--- config.mk ---
export PLATFORM = sky130hd
export DESIGN_NAME = mmss_char_lcd_writer_unit
export DESIGN_NICKNAME = d
export VERILOG_FILES = /design/src/rtl/mmss_lcd_pkg.sv /design/src/rtl/mmss_lcd_bcd_unit.sv /design/src/rtl/mmss_char_lcd_writer_unit.sv
export SDC_FILE = /design/constraint.sdc
export NUM_CORES = 1
export LEC_CHECK = 0
export ABC_AREA = 1
export BUFFER_PORTS_ARGS = -buffer_cell sky130_fd_sc_hd__buf_2
export CORE_MARGIN = 8
export CORE_UTILIZATION = 30
export DETAILED_ROUTE_END_ITERATION = 8
export PLACE_DENSITY_LB_ADDON = 0.2
export SLEW_MARGIN = 20
export SYNTH_ARGS = -nofsm -noshare
export SYNTH_HDL_FRONTEND = slang
export SYNTH_SLANG_ARGS = --single-unit
--- constraint.sdc ---
create_clock -name i_clk -period 3.6 [get_ports i_clk]
set_input_delay 0.36 -clock i_clk [delete_from_list [all_inputs] [get_ports i_clk]]
set_output_delay 0.36 -clock i_clk [all_outputs]
set_load 0.05 [all_outputs]
--- src/rtl/mmss_lcd_pkg.sv ---
// Shared types and constants for the mm:ss character-LCD writer.
package mmss_lcd_pkg;

    // LCD bus codes
    localparam logic [7:0] CMD_SET_CURSOR = 8'h80;
    localparam logic [7:0] ASCII_ZERO     = 8'h30;

    // row 0 start columns of the two fields
    localparam logic [2:0] MIN_COL = 3'd0;
    localparam logic [2:0] SEC_COL = 3'd3;

    // weights removed by the shared subtractor
    localparam logic [7:0] WEIGHT_HUND = 8'd100;
    localparam logic [7:0] WEIGHT_TENS = 8'd10;

    // sequencer states of the top level
    typedef enum logic [1:0] {
        ST_IDLE,
        ST_CONV,
        ST_EMIT
    } t_state;

    // digit conversion phase
    typedef enum logic {
        PH_HUND,
        PH_TENS
    } t_bcd_phase;

    // request into the digit converter
    typedef struct packed {
        logic       start;
        logic [7:0] value;
    } t_bcd_req;

    // status and digits out of the digit converter
    typedef struct packed {
        logic       busy;
        logic       done;
        logic [1:0] hund;
        logic [3:0] tens;
        logic [3:0] ones;
    } t_bcd_rsp;

endpackage

--- src/rtl/mmss_lcd_bcd_unit.sv ---
// Byte to decimal digits by repeated compare-and-subtract on one shared subtractor.
module mmss_lcd_bcd_unit
    import mmss_lcd_pkg::*;
(
    input  logic     i_clk,
    input  logic     i_rst_n,
    input  t_bcd_req i_req,
    output t_bcd_rsp o_rsp
);

    logic       r_busy, n_busy;
    logic       r_done, n_done;
    t_bcd_phase r_phase, n_phase;
    logic [7:0] r_rem, n_rem;
    logic [1:0] r_hund, n_hund;
    logic [3:0] r_tens, n_tens;

    logic [7:0] weight;
    logic [8:0] diff;
    logic       take;

    // shared subtractor: borrow out doubles as the compare
    assign weight = (r_phase == PH_HUND) ? WEIGHT_HUND : WEIGHT_TENS;
    assign diff   = {1'b0, r_rem} - {1'b0, weight};
    assign take   = !diff[8];

    // one subtract step per cycle
    always_comb begin
        n_busy  = r_busy;
        n_done  = 1'b0;
        n_phase = r_phase;
        n_rem   = r_rem;
        n_hund  = r_hund;
        n_tens  = r_tens;
        if (i_req.start) begin
            n_busy  = 1'b1;
            n_phase = PH_HUND;
            n_rem   = i_req.value;
            n_hund  = 2'd0;
            n_tens  = 4'd0;
        end else if (r_busy) begin
            if (take) begin
                n_rem = diff[7:0];
                if (r_phase == PH_HUND) begin
                    n_hund = r_hund + 2'd1;
                end else begin
                    n_tens = r_tens + 4'd1;
                end
            end else if (r_phase == PH_HUND) begin
                n_phase = PH_TENS;
            end else begin
                n_busy = 1'b0;
                n_done = 1'b1;
            end
        end
    end

    // control state
    always_ff @(posedge i_clk) begin
        if (!i_rst_n) begin
            r_busy  <= 1'b0;
            r_done  <= 1'b0;
            r_phase <= PH_HUND;
        end else begin
            r_busy  <= n_busy;
            r_done  <= n_done;
            r_phase <= n_phase;
        end
    end

    // working value and digit counts
    always_ff @(posedge i_clk) begin
        r_rem  <= n_rem;
        r_hund <= n_hund;
        r_tens <= n_tens;
    end

    assign o_rsp.busy = r_busy;
    assign o_rsp.done = r_done;
    assign o_rsp.hund = r_hund;
    assign o_rsp.tens = r_tens;
    assign o_rsp.ones = r_rem[3:0];

endmodule

--- src/rtl/mmss_char_lcd_writer_unit.sv ---
// Top level: mm:ss to character-LCD row 0 write sequence.
// One item at a time. Each of the two values is converted to digits by a shared
// subtractor, then its 3 or 4 writes leave at one word per cycle while the output
// side is ready; a new item is accepted only once the last write has been loaded.
// Synchronous active-low reset returns the sequencer to idle and empties the output.
module mmss_char_lcd_writer_unit
    import mmss_lcd_pkg::*;
(
    input  logic        i_clk,
    input  logic        i_rst_n,
    input  logic        i_s_tvalid,
    output logic        o_s_tready,
    input  logic [15:0] i_s_tdata,   // [7:0] minutes, [15:8] seconds
    output logic        o_m_tvalid,
    input  logic        i_m_tready,
    output logic [7:0]  o_m_tdata,   // [7:0] bus_byte
    output logic        o_m_tuser,   // [0] is_data
    output logic        o_m_tlast    // last_write
);

    t_state     r_state, n_state;
    logic       r_is_sec, n_is_sec;
    logic [1:0] r_step, n_step;
    logic [7:0] r_sec;

    logic       r_out_valid;
    logic [7:0] r_out_data;
    logic       r_out_user;
    logic       r_out_last;

    t_bcd_req   bcd_req;
    t_bcd_rsp   bcd_rsp;

    logic       s_accept;
    logic       load;
    logic [2:0] col;
    logic       below_ten;
    logic [1:0] last_step;
    logic       w_is_data;
    logic [7:0] w_byte;

    function automatic logic [7:0] to_ascii(input logic [3:0] d);
        to_ascii = ASCII_ZERO | {4'd0, d};
    endfunction

    mmss_lcd_bcd_unit u_bcd (
        .i_clk   (i_clk),
        .i_rst_n (i_rst_n),
        .i_req   (bcd_req),
        .o_rsp   (bcd_rsp)
    );

    assign o_s_tready = (r_state == ST_IDLE);
    assign s_accept   = i_s_tvalid && o_s_tready;
    assign load       = (r_state == ST_EMIT) && (!r_out_valid || i_m_tready);

    // write selection for the current step of the current value
    assign col       = r_is_sec ? SEC_COL : MIN_COL;
    assign below_ten = (bcd_rsp.hund == 2'd0) && (bcd_rsp.tens == 4'd0);
    assign last_step = (below_ten || (bcd_rsp.hund != 2'd0)) ? 2'd3 : 2'd2;

    always_comb begin
        w_is_data = 1'b1;
        w_byte    = to_ascii(bcd_rsp.ones);
        case (r_step)
            2'd0: begin
                w_is_data = 1'b0;
                w_byte    = CMD_SET_CURSOR | {5'd0, col};
            end
            2'd1: begin
                if (below_ten) begin
                    w_byte = ASCII_ZERO;
                end else if (bcd_rsp.hund != 2'd0) begin
                    w_byte = to_ascii({2'd0, bcd_rsp.hund});
                end else begin
                    w_byte = to_ascii(bcd_rsp.tens);
                end
            end
            2'd2: begin
                if (below_ten) begin
                    w_is_data = 1'b0;
                    w_byte    = CMD_SET_CURSOR | {5'd0, col + 3'd1};
                end else if (bcd_rsp.hund != 2'd0) begin
                    w_byte = to_ascii(bcd_rsp.tens);
                end else begin
                    w_byte = to_ascii(bcd_rsp.ones);
                end
            end
            default: begin
                w_byte = to_ascii(bcd_rsp.ones);
            end
        endcase
    end

    // sequencer: convert minutes, emit, convert seconds, emit
    always_comb begin
        n_state       = r_state;
        n_is_sec      = r_is_sec;
        n_step        = r_step;
        bcd_req.start = 1'b0;
        bcd_req.value = r_sec;
        case (r_state)
            ST_IDLE: begin
                if (s_accept) begin
                    bcd_req.start = 1'b1;
                    bcd_req.value = i_s_tdata[7:0];
                    n_is_sec      = 1'b0;
                    n_state       = ST_CONV;
                end
            end
            ST_CONV: begin
                if (bcd_rsp.done) begin
                    n_step  = 2'd0;
                    n_state = ST_EMIT;
                end
            end
            ST_EMIT: begin
                if (load) begin
                    if (r_step == last_step) begin
                        if (r_is_sec) begin
                            n_state = ST_IDLE;
                        end else begin
                            bcd_req.start = 1'b1;
                            n_is_sec      = 1'b1;
                            n_state       = ST_CONV;
                        end
                    end else begin
                        n_step = r_step + 2'd1;
                    end
                end
            end
            default: begin
                n_state = ST_IDLE;
            end
        endcase
    end

    always_ff @(posedge i_clk) begin
        if (!i_rst_n) begin
            r_state  <= ST_IDLE;
            r_is_sec <= 1'b0;
            r_step   <= 2'd0;
        end else begin
            r_state  <= n_state;
            r_is_sec <= n_is_sec;
            r_step   <= n_step;
        end
    end

    // seconds held until its conversion starts
    always_ff @(posedge i_clk) begin
        if (s_accept) begin
            r_sec <= i_s_tdata[15:8];
        end
    end

    // output register
    always_ff @(posedge i_clk) begin
        if (!i_rst_n) begin
            r_out_valid <= 1'b0;
        end else if (load) begin
            r_out_valid <= 1'b1;
        end else if (i_m_tready) begin
            r_out_valid <= 1'b0;
        end
    end

    always_ff @(posedge i_clk) begin
        if (load) begin
            r_out_data <= w_byte;
            r_out_user <= w_is_data;
            r_out_last <= r_is_sec && (r_step == last_step);
        end
    end

    assign o_m_tvalid = r_out_valid;
    assign o_m_tdata  = r_out_data;
    assign o_m_tuser  = r_out_user;
    assign o_m_tlast  = r_out_last;

    // converter only finishes while the sequencer waits for it
    a_done_in_conv: assert property (@(posedge i_clk) disable iff (!i_rst_n)
        bcd_rsp.done |-> (r_state == ST_CONV))
        else $error("digit converter finished outside conversion");

    // converter is quiet whenever the block is idle or emitting
    a_busy_in_conv: assert property (@(posedge i_clk) disable iff (!i_rst_n)
        bcd_rsp.busy |-> (r_state == ST_CONV))
        else $error("digit converter busy outside conversion");

    // digits are decimal when handed over
    a_digit_range: assert property (@(posedge i_clk) disable iff (!i_rst_n)
        bcd_rsp.done |-> (bcd_rsp.tens <= 4'd9) && (bcd_rsp.ones <= 4'd9)
                         && (bcd_rsp.hund <= 2'd2))
        else $error("digit out of decimal range");

    // an accepted item starts its minutes conversion
    a_accept_starts: assert property (@(posedge i_clk) disable iff (!i_rst_n)
        s_accept |=> (r_state == ST_CONV) && !r_is_sec && bcd_rsp.busy)
        else $error("accepted item did not start conversion");

    // the marked last word is the one that returns the block to idle
    a_last_to_idle: assert property (@(posedge i_clk) disable iff (!i_rst_n)
        (load && r_is_sec && (r_step == last_step)) |=> (r_state == ST_IDLE))
        else $error("last write did not end the sequence");

endmodule
# Yosys cells after proc, flatten, opt, wreduce, memory -nomap -nowiden

Index checks and enable logic that the tools add are counted.

Add/sub/neg operators: 5
Equal/unequal tests: 11
Muxes and demuxes: 40
Bitwise gates (word level): 4
Reduce and logical (&&, ||, !) cells: 25

Operator list:

| cell                                                  | number |
|---|---|
| 2-to-1 mux 8 bit                                      | 5 |
| case mux 8 bit (3 select lines)                       | 1 |
| 2-to-1 mux 1 bit                                      | 16 |
| 2-to-1 mux 2 bit                                      | 8 |
| 2-to-1 mux 4 bit                                      | 3 |
| AND reduction 4 bit                                   | 3 |
| nonzero test 2 bit                                    | 5 |
| 2-to-1 mux 9 bit                                      | 1 |
| subtractor 8 x 8 -> 9 bit                             | 1 |
| 2-to-1 mux 7 bit                                      | 1 |
| zero test 2 bit                                       | 3 |
| inequality test 2 x 1 -> 1 bit, second input constant | 3 |
| inequality test 2 bit, second input constant          | 3 |
| case mux 1 bit (2 select lines)                       | 3 |
| case mux 2 bit (3 select lines)                       | 1 |
| AND reduction 3 bit                                   | 2 |
| adder 2 x 1 -> 2 bit, second input constant           | 2 |
| adder 4 x 1 -> 4 bit, second input constant           | 1 |
| equality test 2 x 1 -> 1 bit, second input constant   | 2 |
| equality test 2 bit, second input constant            | 2 |
| logical AND 1 bit                                     | 4 |
| zero test 4 bit                                       | 1 |
| inverter 1 bit                                        | 4 |
| case mux 2 bit (2 select lines)                       | 1 |
| 7 further kinds                                       | 9 |

Bits in registers: 41
Bits of input ports: 20

# Longest topological paths before layout

Depth after elaboration: 10
Mapped depth: 12

# Modules after synthesis

Synthesis repeated with hierarchy kept, for this count alone.

Cells, all modules: 278
Area, all modules: 2262.2 sq um

By module, submodules not included:

| module                    | times used | cells each | area an instance (sq um) | sequential area each (sq um) |
|---|---|---|---|---|
| mmss_char_lcd_writer_unit | 1          | 140        | 1174.9                   | 600.6 |
| mmss_lcd_bcd_unit         | 1          | 138        | 1087.3                   | 420.4 |

# Least setup slack after synthesis

Ideal clock, no wire load.

Path type: register to register
From: register u_bcd.r_phase
To: register u_bcd.r_rem[1] (enable)
Library setup time: 0.381 ns
Data arrival time: 2.179 ns
Data required time: 3.219 ns
Path slack: 1.041 ns
Cell stages (with the launch flop): 10
Period minus slack after synthesis: 2.559 ns
Cell sequence: dfxtp_1 -> clkbuf_1 -> inv_1 -> ha_1 -> nand3_1 -> nand2_1 -> nand3_1 -> nand2_2 -> inv_1 -> o21ai_0

Word-level cells in the longest chain between the ends: 4

Ends and longest elaborated chain:

| item                                   | line                    | text |
|---|---|---|
| from (decl)                            | mmss_lcd_bcd_unit.sv:13 | `t_bcd_phase r_phase, n_phase;` |
| from (signal assigned)                 | mmss_lcd_bcd_unit.sv:67 | `r_phase <= n_phase;` |
| 2-to-1 mux 7 bit                       | mmss_lcd_bcd_unit.sv:23 | `assign weight = (r_phase == PH_HUND) ? WEIGHT_HUND : WEIGHT_TENS;` |
| subtractor 8 x 8 -> 9 bit              | mmss_lcd_bcd_unit.sv:24 | `assign diff = {1'b0, r_rem} - {1'b0, weight};` |
| inequality test 2 bit (no source line) | n/a                     |  |
| AND reduction 2 bit (no source line)   | n/a                     |  |
| to (signal assigned)                   | mmss_lcd_bcd_unit.sv:73 | `r_rem <= n_rem;` |
| to (decl)                              | mmss_lcd_bcd_unit.sv:14 | `logic [7:0] r_rem, n_rem;` |

Every way passes these cells.
A chain may end at the register's enable or synchronous reset.

# Final worst setup path

From: register u_bcd.r_phase
To: register u_bcd.r_rem[5] (enable)

Same word-level chain as after synthesis.

==> qor.txt <==
slew at the pin closest to its max-slew limit = 557 ps
status = finished clean
H-tree depth = 2
Worst Path Arrival = 2400 ps
post-CTS setup buffers = 0
CTS resizes = 0
Final Net Count = 324
library cells used by synthesis = 31
grt total ovfl = 0
worst min-delay path class = in -> reg
DRC = 0
crit path kind = reg -> reg
max-cap viol count = 0
total CTS buffers = 5
Hold Fails Final Rpt = 0
GRT Resource Usage Total = 8.97%
Die ar. = 10400 um^2
footprint of the multi-input gates = 1020 um^2
final wirelength = 4.29 mm
total number of vias = 1675
ANT nets after route = 0
Ports = 32
ys flop type = edfxtp_1
Fin Setup TNS = 0 ps
CP endpoint kind = flop
Syn Inst Count = 261
PwrDens = 485 nW/um^2
Post-synth EDFFs = 24
Vert. Die Dim = 102 um
global-route wire length before repair = 7.25 mm
drt pass-1 iters = 4
Post-Syn Area = 2210 um^2
max_slew headroom = 62.8%
CP max FO = 13
top post-synthesis cells by area = edfxtp_1 33%, dfxtp_1 14%, nand2_1 13%
CORE AREA = 7180 um^2
Starting Density = 30.8%
vias in the first global route = 1653
Critical Path RT = 3600 ps
later-pin clock latency in the skew report = 290 ps
die width = 102 um
peak supply drop = 268 uV
Startpoint Class = flop
ratio of cells with drive above 1 in the final layout = 19.5%
CTS root buf = clkbuf_8
filler cell count = 763
Initial DRC Count = 61
Async SR Flop Fraction = 0%
Synth Register Bits = 39
clk buf depth = 2
initial antenna violation count = 0
final setup violation count = 0
final setup skew = 9.89 ps
Syn Nets = 294
num rows = 31
vias per inst = 4.28
Reg clk slew, reported paths = 80 ps
placed insts = 383
cells on worst reg2reg path = 9
Mapped Avg Cell Area = 8.46 um^2
top cell type's share of synthesized area = 32.7%
post-synthesis sequential area ratio = 46.3%
Max Fclk = 0.416 GHz
Min Clock Period, post-route = 2410 ps
period utilization = 66.8%
Final Util = 35.5%
hold_buf cts = 0
ANT cells = 0
Port Buffers = 30
Register Area = 1020 um^2
LEAKAGE = 1.10 nW
GPL Wtd Cong = 0.781
layout overhead on the synthesized area = 15.4%
CTS tree = yes
Yosys warnings = 0
Final Non-Filler Cells = 391
WHS Path Cells = 1
Routed WL per cell = 11.0 um
largest net degree at the start of global routing = 19
dominant cell type by area after synthesis = edfxtp_1
Clock Sinks = 39
RSZ-0062 raised after global routing = no
Slew Viols, Final = 0
dpl hpwl = 3.40 mm
layout by cell type (no fill, tap or decap), types with 2 or more instances in the layout:
master     synthesis  routed
dfxtp_1           15      15
ha_1              12      12
xor2_1             5       5
a21oi_1           19      19
buf_2              1      30
nor2_1            13      13
edfxtp_1          24      24
nor2_2             2       2
nand2_2           10      10
nand4_1            6       6
inv_1             28      28
clkbuf_8           0       6
nand2_1           74      74
nand3_1           16      16
nand2_4            2       2
o2111ai_1          2       2
o21a_1             3       3
o21ai_0           11      11
cell type report:
type                            count  share of cell area (%)
Clock buffer                        6                    3.24
Multi-Input combinational cell    185                    40.0
Clock inverter                      2                    1.38
Inverter                           29                    4.27
Timing Repair Buffer               31                    6.19
Sequential cell                    39                    40.1
Tap cell                           99                    4.86
through the flow:
| step | setup WS [ps] | cell area [um^2] | power, mW | hold slack, ps |
|---|---|---|---|---|
| floorplan | 1040 | 2210 | 0.803 | 437 |
| global placement | 1280 | 2430 | 0.872 | 455 |
| detailed placement | 1220 | 2430 | 0.869 | 457 |
| CTS | 1180 | 2550 | 1.25 | 229 |
| global route | 968 | 2550 | 1.32 | 222 |
| finish | 1190 | 2550 | 1.23 | 244 |
Yosys cell counts (all sizes together) (2+ instances only):
cell type   n
ha         12
o2111ai     2
a21oi      19
dfxtp      15
o21a        3
nand4       6
inv        29
nand3      17
nor2       16
o21ai      11
nand2      86
edfxtp     24
clkbuf      3
buf         5
xor2        5
layer usage:
| metal | global-route usage, % | vias up | wire length (um) |
|---|---|---|---|
| met4 | 3.44 | 0 | 57 |
| met3 | 2.75 | 7 | 225 |
| met5 | 0 | - | 0 |
| met2 | 13.8 | 30 | 1830 |
| li1 | - | 920 | - |
| met1 | 11.4 | 718 | 2180 |
power breakdown:
part	total (mW)	internal [mW]	leakage, nW	switching [mW]
logic	0.297	0.110	0.683	0.187
registers	0.563	0.528	0.352	0.0344
clock network	0.376	0.224	0.0612	0.151
worst paths after layout:
| check | startpoint | endpoint | slack [ps] |
|---|---|---|---|
| worst max-delay path | u_bcd.r_phase | u_bcd.r_rem[5] | 1190 |
| worst min-delay path | i_s_tdata[11] | r_sec[3] | 240 |
| worst max register to register | u_bcd.r_phase | u_bcd.r_rem[5] | 1190 |
| worst min register to register | u_bcd.r_hund[1] | u_bcd.r_hund[1] | 470 |
cell families (layout without fill, tap and decap cells):
group	count (synthesis)	after routing	synth area share (%)
xor+xnor	6	6	2.38
flops	39	39	46.3
compound gates	38	38	9.75
buf+inv	37	68	7.60
fa+ha+maj	13	13	7.71
simple gates	127	127	26.1
other cells	1	1	0.170
critical path: stages (launching register included):
cell,delay (ps)
dfxtp_1,610
inv_1,190
ha_1,380
nand3_1,90
nand2_1,120
nand3_1,120
nand2_2,180
inv_1,90
o21ai_0,160
buf_4,180
sequential cells by signal, indices dropped and copies added (netlist names), 2 cells and up:
register      cells
r_sec             8
o_m_tdata         6
u_bcd.r_tens      4
r_step            2
u_bcd.r_rem       8
r_state           2
u_bcd.r_hund      2
No activity file was read; power rests on OpenSTA's default activity.
